==> config.mk <==
export PLATFORM = sky130hd
export DESIGN_NAME = refcount_register_allocator
export DESIGN_NICKNAME = d
export VERILOG_FILES = /design/src/rtl/rcra_pkg.sv /design/src/rtl/rcra_ctrl.sv /design/src/rtl/rcra_datapath.sv /design/src/rtl/refcount_register_allocator.sv
export SDC_FILE = /design/constraint.sdc
export NUM_CORES = 1
export LEC_CHECK = 0
export ABC_AREA = 1
export BUFFER_PORTS_ARGS = -buffer_cell sky130_fd_sc_hd__buf_2
export CAP_MARGIN = 20
export CORE_ASPECT_RATIO = 1.2
export CORE_UTILIZATION = 38
export CTS_CLUSTER_DIAMETER = 200
export CTS_CLUSTER_SIZE = 25
export DETAILED_ROUTE_END_ITERATION = 16
export GPL_TIMING_DRIVEN = 0
export PLACE_DENSITY_LB_ADDON = 0.2
export SYNTH_ARGS = -nofsm -noshare
export SYNTH_HDL_FRONTEND = slang
export SYNTH_HIERARCHICAL = 1
export SYNTH_SLANG_ARGS = --single-unit
==> constraint.sdc <==
create_clock -name clk -period 3.4 [get_ports clk]
set_clock_uncertainty 0.2 [all_clocks]
set_input_delay 0.68 -clock clk [delete_from_list [all_inputs] [get_ports clk]]
set_output_delay 0.68 -clock clk [all_outputs]
set_load 0.01 [all_outputs]
==> src/rtl/rcra_pkg.sv <==
`timescale 1ns / 1ps
// ============================================================================
// rcra_pkg
// Shared types and constants for the reference-counted register allocator.
// ============================================================================
package rcra_pkg;

    // Default sizing of the allocator.
    localparam int NUM_REGS_DEF   = 32;
    localparam int NUM_VARS_DEF   = 26;
    localparam int COUNT_BITS_DEF = 8;

    // Fixed widths of the request and result fields.
    localparam int OP_W      = 2;
    localparam int VAR_W     = 5;
    localparam int REG_W     = 5;
    localparam int REG_NUM_W = 5;
    localparam int STATUS_W  = 2;
    localparam int FIRST_W   = 5;

    // Configuration register file.
    localparam int              APB_DATA_W         = 32;
    localparam int              APB_ADDR_W         = 3;
    localparam logic            CFG_IDX_FIRST_ALLOC = 1'b0;
    localparam logic [FIRST_W-1:0] FIRST_ALLOC_RESET = 5'd5;

    typedef enum logic [OP_W-1:0] {
        OP_ASSIGN_VAR = 2'd0,
        OP_ASSIGN_TMP = 2'd1,
        OP_RELEASE    = 2'd2,
        OP_QUERY      = 2'd3
    } op_t;

    typedef enum logic [STATUS_W-1:0] {
        ST_OK     = 2'd0,
        ST_NOREG  = 2'd1,
        ST_UNUSED = 2'd2,
        ST_SAT    = 2'd3
    } status_t;

    // Commands from the controller to the datapath.
    typedef struct packed {
        logic capture;
        logic lookup;
        logic exec;
    } rcra_cmd_t;

endpackage

==> src/rtl/rcra_ctrl.sv <==
`timescale 1ns / 1ps
// ============================================================================
// rcra_ctrl
// Request sequencer: capture, count lookup, execute and result strobe.
// ============================================================================
module rcra_ctrl
    import rcra_pkg::*;
(
    input  logic      clk,
    input  logic      rst_n,
    input  logic      start,
    output logic      busy,
    output logic      done,
    output rcra_cmd_t cmd
);

    typedef enum logic [1:0] {
        S_IDLE,
        S_LOOKUP,
        S_EXEC
    } state_t;

    state_t state_reg;
    state_t state_next;
    logic   done_reg;

    always_comb
    begin
        state_next = state_reg;
        unique case (state_reg)
            S_IDLE:
            begin
                if (start)
                begin
                    state_next = S_LOOKUP;
                end
            end
            S_LOOKUP:
            begin
                state_next = S_EXEC;
            end
            S_EXEC:
            begin
                state_next = S_IDLE;
            end
            default:
            begin
                state_next = S_IDLE;
            end
        endcase
    end

    always_ff @(posedge clk or negedge rst_n)
    begin
        if (!rst_n)
        begin
            state_reg <= S_IDLE;
            done_reg  <= 1'b0;
        end
        else
        begin
            state_reg <= state_next;
            done_reg  <= (state_reg == S_EXEC);
        end
    end

    assign busy        = (state_reg != S_IDLE);
    assign done        = done_reg;
    assign cmd.capture = start && (state_reg == S_IDLE);
    assign cmd.lookup  = (state_reg == S_LOOKUP);
    assign cmd.exec    = (state_reg == S_EXEC);

endmodule

==> src/rtl/rcra_datapath.sv <==
`timescale 1ns / 1ps
// ============================================================================
// rcra_datapath
// Count table, variable map, in-use vector, free search and result logic.
// ============================================================================
module rcra_datapath
    import rcra_pkg::*;
#(
    parameter int NUM_REGS   = NUM_REGS_DEF,
    parameter int NUM_VARS   = NUM_VARS_DEF,
    parameter int COUNT_BITS = COUNT_BITS_DEF
)
(
    input  logic                 clk,
    input  logic                 rst_n,
    input  rcra_cmd_t            cmd,
    input  logic [FIRST_W-1:0]   first_alloc_reg,
    input  logic [OP_W-1:0]      operation,
    input  logic [VAR_W-1:0]     var_index,
    input  logic [REG_W-1:0]     reg_index,
    output logic [REG_NUM_W-1:0] reg_number,
    output logic                 sole_use,
    output logic [STATUS_W-1:0]  status
);

    localparam int RIDX_W = $clog2(NUM_REGS);
    localparam int VIDX_W = (NUM_VARS > 1) ? $clog2(NUM_VARS) : 1;
    localparam logic [COUNT_BITS-1:0] CNT_MAX = '1;
    localparam logic [COUNT_BITS-1:0] CNT_ONE = COUNT_BITS'(1);

    // Count table and variable map. An entry whose in-use or valid bit is
    // clear is treated as zero or unmapped, so neither memory needs a reset.
    logic [COUNT_BITS-1:0] cnt_mem [NUM_REGS];
    logic [RIDX_W-1:0]     map_mem [NUM_VARS];

    logic [NUM_REGS-1:0] in_use_reg;
    logic [NUM_REGS-1:0] in_use_next;
    logic [NUM_VARS-1:0] map_valid_reg;
    logic [NUM_VARS-1:0] map_valid_next;

    // Request captured at acceptance.
    op_t               op_reg;
    logic              named_reg;
    logic [VIDX_W-1:0] var_addr_reg;
    logic [RIDX_W-1:0] reg_addr_reg;
    logic              reg_ok_reg;
    logic              map_hit_reg;
    logic [RIDX_W-1:0] map_rd_reg;
    logic              free_found_reg;
    logic [RIDX_W-1:0] free_idx_reg;

    // Count lookup.
    logic [RIDX_W-1:0]     target_reg;
    logic                  live_reg;
    logic [COUNT_BITS-1:0] cnt_rd_reg;

    // Result registers.
    logic [REG_NUM_W-1:0] reg_number_reg;
    logic                 sole_use_reg;
    status_t              status_reg;

    logic [VIDX_W-1:0]   var_addr;
    logic [RIDX_W-1:0]   reg_addr;
    logic                named;
    logic                reg_ok;
    logic [NUM_REGS-1:0] avail;
    logic [NUM_REGS-1:0] lowest;
    logic [RIDX_W-1:0]   free_idx;
    logic [RIDX_W-1:0]   target;

    logic [COUNT_BITS-1:0] cur;
    logic [RIDX_W-1:0]     rnum;
    logic                  sole;
    status_t               st;
    logic                  cnt_we;
    logic [RIDX_W-1:0]     cnt_waddr;
    logic [COUNT_BITS-1:0] cnt_wdata;
    logic                  map_we;

    assign var_addr = VIDX_W'(var_index);
    assign reg_addr = RIDX_W'(reg_index);
    assign named    = (op_t'(operation) == OP_ASSIGN_VAR) && (32'(var_index) < NUM_VARS);
    assign reg_ok   = (32'(reg_index) < NUM_REGS);

    // Free search: the lowest free register at or above the first allocatable
    // one is isolated by the two's complement trick and then encoded.
    always_comb
    begin
        for (int i = 0; i < NUM_REGS; i++)
        begin
            avail[i] = !in_use_reg[i] && (i >= int'(first_alloc_reg));
        end
        lowest   = avail & (~avail + NUM_REGS'(1));
        free_idx = '0;
        for (int i = 0; i < NUM_REGS; i++)
        begin
            free_idx = free_idx | (lowest[i] ? RIDX_W'(i) : RIDX_W'(0));
        end
    end

    assign target = map_hit_reg ? map_rd_reg : reg_addr_reg;

    always_ff @(posedge clk)
    begin
        if (cmd.capture)
        begin
            op_reg         <= op_t'(operation);
            named_reg      <= named;
            var_addr_reg   <= var_addr;
            reg_addr_reg   <= reg_addr;
            reg_ok_reg     <= reg_ok;
            map_hit_reg    <= named && map_valid_reg[var_addr];
            map_rd_reg     <= map_mem[var_addr];
            free_found_reg <= |avail;
            free_idx_reg   <= free_idx;
        end
        if (cmd.lookup)
        begin
            target_reg <= target;
            cnt_rd_reg <= cnt_mem[target];
            live_reg   <= (map_hit_reg || reg_ok_reg) && in_use_reg[target];
        end
        if (cmd.exec)
        begin
            reg_number_reg <= REG_NUM_W'(rnum);
            sole_use_reg   <= sole;
            status_reg     <= st;
        end
    end

    assign cur = live_reg ? cnt_rd_reg : '0;

    always_comb
    begin
        rnum           = '0;
        sole           = 1'b0;
        st             = ST_OK;
        cnt_we         = 1'b0;
        cnt_waddr      = target_reg;
        cnt_wdata      = cur + CNT_ONE;
        map_we         = 1'b0;
        in_use_next    = in_use_reg;
        map_valid_next = map_valid_reg;
        unique case (op_reg) inside
            OP_ASSIGN_VAR, OP_ASSIGN_TMP:
            begin
                if (map_hit_reg)
                begin
                    // A mapped register counts up even after falling to zero.
                    rnum = target_reg;
                    if (cur == CNT_MAX)
                    begin
                        st = ST_SAT;
                    end
                    else if (cmd.exec)
                    begin
                        cnt_we                  = 1'b1;
                        in_use_next[target_reg] = 1'b1;
                    end
                end
                else if (free_found_reg)
                begin
                    rnum      = free_idx_reg;
                    cnt_waddr = free_idx_reg;
                    cnt_wdata = CNT_ONE;
                    if (cmd.exec)
                    begin
                        cnt_we                    = 1'b1;
                        in_use_next[free_idx_reg] = 1'b1;
                        if (named_reg)
                        begin
                            map_we                       = 1'b1;
                            map_valid_next[var_addr_reg] = 1'b1;
                        end
                    end
                end
                else
                begin
                    st = ST_NOREG;
                end
            end
            OP_RELEASE:
            begin
                if (live_reg)
                begin
                    cnt_wdata = cur - CNT_ONE;
                    if (cmd.exec)
                    begin
                        cnt_we = 1'b1;
                        if (cur == CNT_ONE)
                        begin
                            in_use_next[target_reg] = 1'b0;
                        end
                    end
                end
                else
                begin
                    st = ST_UNUSED;
                end
            end
            OP_QUERY:
            begin
                if (live_reg)
                begin
                    sole = (cur == CNT_ONE);
                end
                else
                begin
                    st = ST_UNUSED;
                end
            end
            default:
            begin
                st = ST_OK;
            end
        endcase
    end

    always_ff @(posedge clk)
    begin
        if (cnt_we)
        begin
            cnt_mem[cnt_waddr] <= cnt_wdata;
        end
        if (map_we)
        begin
            map_mem[var_addr_reg] <= free_idx_reg;
        end
    end

    always_ff @(posedge clk or negedge rst_n)
    begin
        if (!rst_n)
        begin
            in_use_reg    <= '0;
            map_valid_reg <= '0;
        end
        else
        begin
            in_use_reg    <= in_use_next;
            map_valid_reg <= map_valid_next;
        end
    end

    assign reg_number = reg_number_reg;
    assign sole_use   = sole_use_reg;
    assign status     = status_reg;

endmodule

==> src/rtl/refcount_register_allocator.sv <==
`timescale 1ns / 1ps
// ============================================================================
// refcount_register_allocator
// Reference-counted register allocator with a variable-to-register map.
// ============================================================================
// A request is accepted when start is high and busy is low. Its result appears
// on reg_number, sole_use and status for the single cycle in which done is high;
// the receiver must take it then, as there is no way to hold it off. A new
// request may be accepted in that same cycle but not before, so each request
// is finished before the next is taken. This comes from two registered reads
// in series: the variable map is read at acceptance, the count table is then
// read at the register that the map or the request names, and the update is
// written back in the execute state. Counts and map entries are qualified by
// flip-flop valid bits, so the block is ready right after reset with no
// clearing pass. first_alloc_reg sits at byte address 0 of the APB port and
// should be written only while the block is idle.
module refcount_register_allocator
    import rcra_pkg::*;
#(
    parameter int NUM_REGS   = NUM_REGS_DEF,
    parameter int NUM_VARS   = NUM_VARS_DEF,
    parameter int COUNT_BITS = COUNT_BITS_DEF
)
(
    input  logic                  clk,
    input  logic                  rst_n,
    input  logic                  start,
    output logic                  busy,
    input  logic [OP_W-1:0]       operation,
    input  logic [VAR_W-1:0]      var_index,
    input  logic [REG_W-1:0]      reg_index,
    output logic                  done,
    output logic [REG_NUM_W-1:0]  reg_number,
    output logic                  sole_use,
    output logic [STATUS_W-1:0]   status,
    input  logic                  psel,
    input  logic                  penable,
    input  logic                  pwrite,
    input  logic [APB_ADDR_W-1:0] paddr,
    input  logic [APB_DATA_W-1:0] pwdata,
    output logic [APB_DATA_W-1:0] prdata,
    output logic                  pready
);

    rcra_cmd_t          cmd;
    logic [FIRST_W-1:0] first_alloc_reg_reg;
    logic               cfg_wr;

    assign pready = 1'b1;
    assign cfg_wr = psel && penable && pwrite && pready;

    // Byte address bit 2 selects the register; the low bits are ignored.
    always_ff @(posedge clk or negedge rst_n)
    begin
        if (!rst_n)
        begin
            first_alloc_reg_reg <= FIRST_ALLOC_RESET;
        end
        else if (cfg_wr && (paddr[2] == CFG_IDX_FIRST_ALLOC))
        begin
            first_alloc_reg_reg <= pwdata[FIRST_W-1:0];
        end
    end

    always_comb
    begin
        prdata = '0;
        if (paddr[2] == CFG_IDX_FIRST_ALLOC)
        begin
            prdata = APB_DATA_W'(first_alloc_reg_reg);
        end
    end

    rcra_ctrl u_ctrl
    (
        .clk   (clk),
        .rst_n (rst_n),
        .start (start),
        .busy  (busy),
        .done  (done),
        .cmd   (cmd)
    );

    rcra_datapath
    #(
        .NUM_REGS   (NUM_REGS),
        .NUM_VARS   (NUM_VARS),
        .COUNT_BITS (COUNT_BITS)
    )
    u_datapath
    (
        .clk             (clk),
        .rst_n           (rst_n),
        .cmd             (cmd),
        .first_alloc_reg (first_alloc_reg_reg),
        .operation       (operation),
        .var_index       (var_index),
        .reg_index       (reg_index),
        .reg_number      (reg_number),
        .sole_use        (sole_use),
        .status          (status)
    );

    // Every accepted request is followed by its result strobe on done.
    a_result_latency: assert property (@(posedge clk) disable iff (!rst_n)
        (start && !busy) |-> ##3 done)
        else $error("request result not delivered on time");

    // The controller is idle whenever a result is shown.
    a_done_idle: assert property (@(posedge clk) disable iff (!rst_n)
        done |-> !busy)
        else $error("result strobe while busy");

    // An exhausted allocation reports register zero.
    a_noreg_zero: assert property (@(posedge clk) disable iff (!rst_n)
        (done && (status == ST_NOREG)) |-> (reg_number == '0))
        else $error("out-of-registers result carries a register number");

    // Sole use is only ever reported by a successful query.
    a_sole_ok: assert property (@(posedge clk) disable iff (!rst_n)
        (done && sole_use) |-> (status == ST_OK))
        else $error("sole use reported with an error status");

endmodule

==> results.cfg, run 1 <==
[logic_synthesis]
ys_ff_latch = 499
synth_top_area_cell = edfxtp_1
synth_cell_types = 43
postSynthCellCount = 2308
yosys-top-cells-area = edfxtp_1 56%, dfrtp_1 6.9%, o21ai_0 6.1%, nor2_1 5.5%, nand2_1 5.3%
syn-cell-area_um2 = 23400
ys_top_cells_by_count = 433 x edfxtp_1, 345 x nor2_1, 331 x nand2_1, 284 x o21ai_0, 160 x nand3_1
yosysMostFrequentCell = edfxtp_1
async_flop_share_pct = 13.2
avgSynthCellArea_um2 = 10.1
synth_ff_type = edfxtp_1
synth-edff-count = 433
netlist.area_leader.share_pct = 55.6
synth_warnings = 6
yosysSeqAreaShare_pct = 62.7

[global_route]
antenna_found_initial = 0
grt-ovfl-total = 0
grt_use_total_pct = 23.8
grt_start_max_net_pins = 49
grt_pass1_wl_mm = 111
first_global_vias = 17200

[routing]
dr_total_vias = 17900
wirelength_mm = 75.2
dr.pass1.iters = 6
routedWlPerCell_um = 23.1
drcViolationCount = 0
dr_wl_met2_mm = 37.2
wl_met1_mm = 30.7
drt_iter0_drc = 1955
wl_met3_mm = 4.50
final_antenna_net_count = 0
highest_layer = met4
via_per_inst = 5.49

[clock_network]
numCtsBuffers = 23
cts.reportedPaths.clkPinSlew_ns = 0.10
cts-htree-levels = 1
cts_tree = yes
clockBufferDepth = 3
cts-root-buf = clkbuf_16
clk-insertion-delay-late_ns = 0.58
clock_sinks = 499

[place]
place.gp.congestion = 0.985
dpl-instance-area_um2 = 25200
hpwl_mm = 55.0
port_buffers = 38
pre_cts_ws_ns = -0.317

[status]
violations = negative setup slack
status = finished with violations

[setup_path]
critPathLaunchType = register
critPathArrivalTime_ns = 3.51
r2r_cells = 8
worstSetupPathType = reg -> reg
worstPathRequired_ns = 3.47
critPathMaxFanout = 10
end_kind = register

[hold_path]
hold_depth = 1
min_path_type = in -> reg

[power_and_ir_drop]
swShare_pct = 32.0
p_per_area_nw_per_um2 = 515
vdd.ir_drop.worst_uv = 366
internal_power_mw = 9.17
power_switching_mw = 4.32
power_leakage_nw = 9.64
combPwrFrac_pct = 22.4
clkPwrFrac_pct = 23.5
seqPwrFrac_pct = 54.1

[final_layout]
diodes = 0
drive_above_1_share_pct = 12.5
fillers = 5846
largest_reg_flops = 256
nets = 2495
design_area_um2 = 26200
synthToLayoutAreaGrowth_pct = 12.1

[die]
dieHeight_um = 274
rows = 99
die_area_um2 = 62500
io_pins = 96
die_w_um = 228
initial_core_util_pct = 38.4
core_um2 = 60800

[sta]
period_needed_ns = 3.44
fin_setup_tns_ns = -0.231
tightest_slew_ns = 0.957
finalHoldViolations = 0
maxClockFrequency_mhz = 290
drv_slew = 0
fin_ws_ns = -0.0430
setup_viol = 6
rsz0062_at_grt = yes
period_share_pct = 101
relSlewSlack_pct = 35.7

[run]
maxCapViolations = 0
## cell type report
type / count / area, um2 / share of cell area, %
flip-flops and latches: 499 / 14700 / 56.0
multi-input cells: 1537 / 7790 / 29.7
well taps: 808 / 1010 / 3.86
plain buffers: 148 / 820 / 3.13
repair buffers: 80 / 706 / 2.69
clock buffers: 41 / 644 / 2.46
inverters: 150 / 563 / 2.15
## worst max-delay path, stage by stage, from the launching register on
cell and delay [ns]:
edfxtp_1 0.51, inv_2 0.11, nand2_1 0.13, inv_1 0.09, buf_2 0.18, o21ai_0 0.49
nand2_1 0.60, nor3_2 0.54, buf_2 0.30
## cell families after synthesis
group,Yosys count,synth area share (%)
AO/OA/AOI/OAI,529,13.3
XOR/XNOR,7,0.262
adder cells (fa/ha/maj),3,0.161
buffers and inverters,298,5.85
flip-flops,499,62.7
other,2,0.0321
AND/OR/NAND/NOR,970,17.7
## final timing paths
path | from | to | slack [ns]
worst max-delay path | u_datapath/op_reg[1]$_DFFE_PP_ | u_datapath/cnt_mem[14][0]$_DFFE_PP_ | -0.04
worst min-delay path | reg_index[2] | u_datapath/reg_addr_reg[2]$_DFFE_PP_ | 0.08
worst max register to register | u_datapath/op_reg[1]$_DFFE_PP_ | u_datapath/cnt_mem[14][0]$_DFFE_PP_ | -0.04
worst min register to register | u_datapath/map_valid_reg[5]$_DFFE_PN0P_ | u_datapath/map_valid_reg[5]$_DFFE_PN0P_ | 0.27
max in group asynchronous | rst_n | first_alloc_reg_reg[0]$_DFFE_PN1P_ | 2.08
min in group asynchronous | rst_n | u_datapath/in_use_reg[5]$_DFFE_PN0P_ | 0.33
## cells in the final DEF, fill, tap and decap left out, types with 29 or more instances in the layout
| cell type | Yosys | layout |
|---|---|---|
| clkbuf_1 | 62 | 79 |
| or2_2 | 54 | 54 |
| o21ai_0 | 284 | 280 |
| nand2_1 | 331 | 331 |
| inv_1 | 141 | 140 |
| nand3_1 | 160 | 160 |
| o21ai_1 | 28 | 29 |
| o211ai_1 | 110 | 110 |
| o22ai_1 | 32 | 30 |
| dfrtp_1 | 64 | 64 |
| edfxtp_1 | 433 | 433 |
| nor2_1 | 345 | 342 |
| buf_4 | 38 | 48 |
| buf_2 | 34 | 84 |
## per-layer routing
| layer | vias to the layer above | GRT usage, % |
|---|---|---|
| met5 | - | 0 |
| met4 | 0 | 8.34 |
| met3 | 147 | 2.65 |
| met2 | 673 | 42.2 |
| met1 | 8758 | 30.1 |
| li1 | 8347 | - |
## per-stage QoR
stage	hold WS (ns)	total power, mW	util, %	cells
floorplan	0.184	9.04	-	2334
detailed placement	0.246	10.3	41.4	3213
CTS	0.0476	13.5	42.8	3256
global route	0.0480	14.0	43.1	3263
finish	0.0802	13.5	43.1	3263
global placement	0.240	10.2	40.6	3180
## power groups by stage
| stage | Combinational (mW) | Clock, mW | Sequential [mW] |
|---|---|---|---|
| finish | 3.02 | 3.18 | 7.29 |
| global route | 3.26 | 3.44 | 7.32 |
| CTS | 2.94 | 3.25 | 7.31 |
| detailed placement | 2.88 | 0 | 7.45 |
| global placement | 2.69 | 0 | 7.50 |
| floorplan | 1.69 | 0 | 7.35 |
## what timing repair did
item,in CTS,in global routing
buffers inserted,1,5
resized for setup,32,15
pin swaps,0,4
endpoints found under the setup margin,199,252
hold buffers,1,0
endpoints found under the hold margin,18,0
No activity file was read; power rests on OpenSTA's default activity.
==> inputs of run 2 (changes only) <==
--- a/config.mk
+++ b/config.mk
@@ -9,12 +9,13 @@
 export BUFFER_PORTS_ARGS = -buffer_cell sky130_fd_sc_hd__buf_2
 export CAP_MARGIN = 20
 export CORE_ASPECT_RATIO = 1.2
-export CORE_UTILIZATION = 38
+export CORE_UTILIZATION = 40
 export CTS_CLUSTER_DIAMETER = 200
 export CTS_CLUSTER_SIZE = 25
 export DETAILED_ROUTE_END_ITERATION = 16
 export GPL_TIMING_DRIVEN = 0
 export PLACE_DENSITY_LB_ADDON = 0.2
+export SLEW_MARGIN = 5
 export SYNTH_ARGS = -nofsm -noshare
 export SYNTH_HDL_FRONTEND = slang
 export SYNTH_HIERARCHICAL = 1
==> constraint.sdc (replaced) <==
create_clock -name clk -period 3.5 [get_ports clk]
set_clock_uncertainty 0.2 [all_clocks]
set_input_delay 0.7 -clock clk [delete_from_list [all_inputs] [get_ports clk]]
set_output_delay 0.7 -clock clk [all_outputs]
set_load 0.01 [all_outputs]
==> run 2 against run 1 <==
  * The flow still finishes with violations (negative setup slack)
  * Sequential share of layout area rose by 0.43 points
  * Maximum frequency is 4.4% lower
  * Worst hold slack improved by 0.028 ns
  * Worst setup slack got worse by 0.058 ns
  * Clock power fell by 1%
==> results.cfg, run 2 (synthesis gave the netlist of run 1 again) <==
[final_layout]
diodes = 0
layout_common_cells = 433 x edfxtp_1, 342 x nor2_1, 331 x nand2_1, 281 x o21ai_0, 160 x nand3_1
largest_reg_flops = 256
layout_commonest_cell = edfxtp_1
synthToLayoutAreaGrowth_pct = 11.2
nets = 2482
drive_above_1_share_pct = 12.0
fin_util_pct = 45.3

[setup_path]
worstPathRequired_ns = 3.50
critPathMaxFanout = 10
r2r_end = u_datapath/cnt_mem[31][4]$_DFFE_PP_
r2r_slack_ns = -0.10
critPathLaunchType = register
critPathArrivalTime_ns = 3.60
worstSetupPathType = reg -> reg
r2r-start = u_datapath/op_reg[1]$_DFFE_PP_
end_kind = register
r2r_cells = 7

[place]
hpwl_mm = 54.1
place.gp.congestion = 0.961
port_buffers = 38

[global_route]
grt_use_total_pct = 25.2
antenna_found_initial = 2
first_global_vias = 17200
grt_start_max_net_pins = 56
grt_pass1_wl_mm = 111
grt-ovfl-total = 0

[power_and_ir_drop]
p_per_area_nw_per_um2 = 506
vdd.ir_drop.worst_uv = 530
power_leakage_nw = 9.54

[die]
dieHeight_um = 267
initial_core_util_pct = 40.7
core_um2 = 57400
die_w_um = 223
io_pins = 96
rows = 96
die_area_um2 = 59400

[hold_path]
whs_endpoint = first_alloc_reg_reg[0]$_DFFE_PN1P_
min_from = pwdata[0]
hold_depth = 3
min_path_type = in -> reg

[routing]
routedWlPerCell_um = 23.6
drt_iter0_drc = 2028
drcViolationCount = 0
dr.pass1.iters = 6
via_per_inst = 5.66
dr_total_vias = 18000
wirelength_mm = 75.1
final_antenna_net_count = 0

[clock_network]
cts-htree-levels = 1
clock_sinks = 499
cts.reportedPaths.clkPinSlew_ns = 0.13
cts-root-buf = clkbuf_16
clockBufferDepth = 3
clk-insertion-delay-late_ns = 0.60
cts_tree = yes
numCtsBuffers = 23

[sta]
setup_viol = 49
finalHoldViolations = 0
drv_slew = 0
period_needed_ns = 3.60
relSlewSlack_pct = 37.3
tightest_slew_ns = 0.931
period_share_pct = 103
hold-worst-slack_ns = 0.108
rsz0062_at_grt = yes
maxClockFrequency_mhz = 278
fin_ws_ns = -0.101

[run]
maxCapViolations = 0

[status]
status = finished with violations
violations = negative setup slack
==> run 2: cell types whose count changed in the layout (fill, tap and decap cells not counted), sizes merged <==
cell    delta
buf       -14
inv        +1
bufinv     +1
==> run 2: cell type report <==
| type | instances | area (um2) |
|---|---|---|
| Timing Repair Buffer | 67 | 614 |
| Sequential cell | 499 | 14700 |
| Clock buffer | 40 | 639 |
| Clock inverter | 2 | 26.3 |
| Inverter | 150 | 563 |
| Multi-Input combinational cell | 1537 | 7760 |
| Fill cell | 5466 | 31400 |
| Buffer | 148 | 812 |
| Tap cell | 735 | 920 |
==> run 2: per-layer routing <==
layer	vias up	part of all wire, %	GRT usage [%]
met2	685	48	43.1
met3	157	6.7	2.52
met5	-	0.036	0
met1	8818	41	32.9
met4	4	4.4	10.0
li1	8317	-	-
==> run 2: what timing repair did <==
item / in CTS / in global routing
hold buffers: 1 / 0
endpoints found under the hold margin: 11 / 0
setup buffers: 1 / 0
resized for setup: 10 / 17
endpoints found under the setup margin: 174 / 254
==> run 2: per-stage QoR <==
step / setup WS (ns) / TNS (ns) / cell area, um2 / instances / total power [mW]
after CTS: -0.0773 / -5.96 / 25900 / 3176 / 13.2
after floorplan: 0.202 / 0 / 23500 / 2334 / 8.78
after global placement: -2.61 / -466.31 / 24600 / 3107 / 9.89
final: -0.101 / -2.95 / 26000 / 3178 / 13.2
after detailed placement: -0.176 / -9.05 / 25100 / 3132 / 10.1
after global routing: -0.214 / -12.88 / 26000 / 3178 / 13.7
==> run 2: how the worst max path moves through the flow <==
stage                                   start                                  end  slack [ns]
6_report       u_datapath/op_reg[1]$_DFFE_PP_  u_datapath/cnt_mem[31][4]$_DFFE_PP_       -0.10
2_1_floorplan   u_datapath/live_reg$_DFFE_PP_   u_datapath/cnt_mem[0][6]$_DFFE_PP_        0.20
3_3_place_gp   u_datapath/op_reg[1]$_DFFE_PP_  u_datapath/cnt_mem[29][3]$_DFFE_PP_       -2.61
3_5_place_dp    u_datapath/live_reg$_DFFE_PP_  u_datapath/cnt_mem[24][1]$_DFFE_PP_       -0.18
4_1_cts         u_datapath/live_reg$_DFFE_PP_  u_datapath/cnt_mem[31][5]$_DFFE_PP_       -0.08
5_1_grt         u_datapath/live_reg$_DFFE_PP_  u_datapath/cnt_mem[29][7]$_DFFE_PP_       -0.21
==> run 2: worst max-delay path: stages (launching register included) <==
cell and delay, ns:
edfxtp_1 0.52, inv_2 0.11, nand2_1 0.13, inv_1 0.08, buf_2 0.17, o21ai_0 0.54
nand2_1 0.58, nor3_2 0.88
==> run 2: power by group <==
| part | internal, mW | switching (mW) |
|---|---|---|
| combinational | 0.803 | 2.13 |
| sequential | 6.86 | 0.226 |
| clock | 1.30 | 1.84 |
| total | 8.96 | 4.20 |
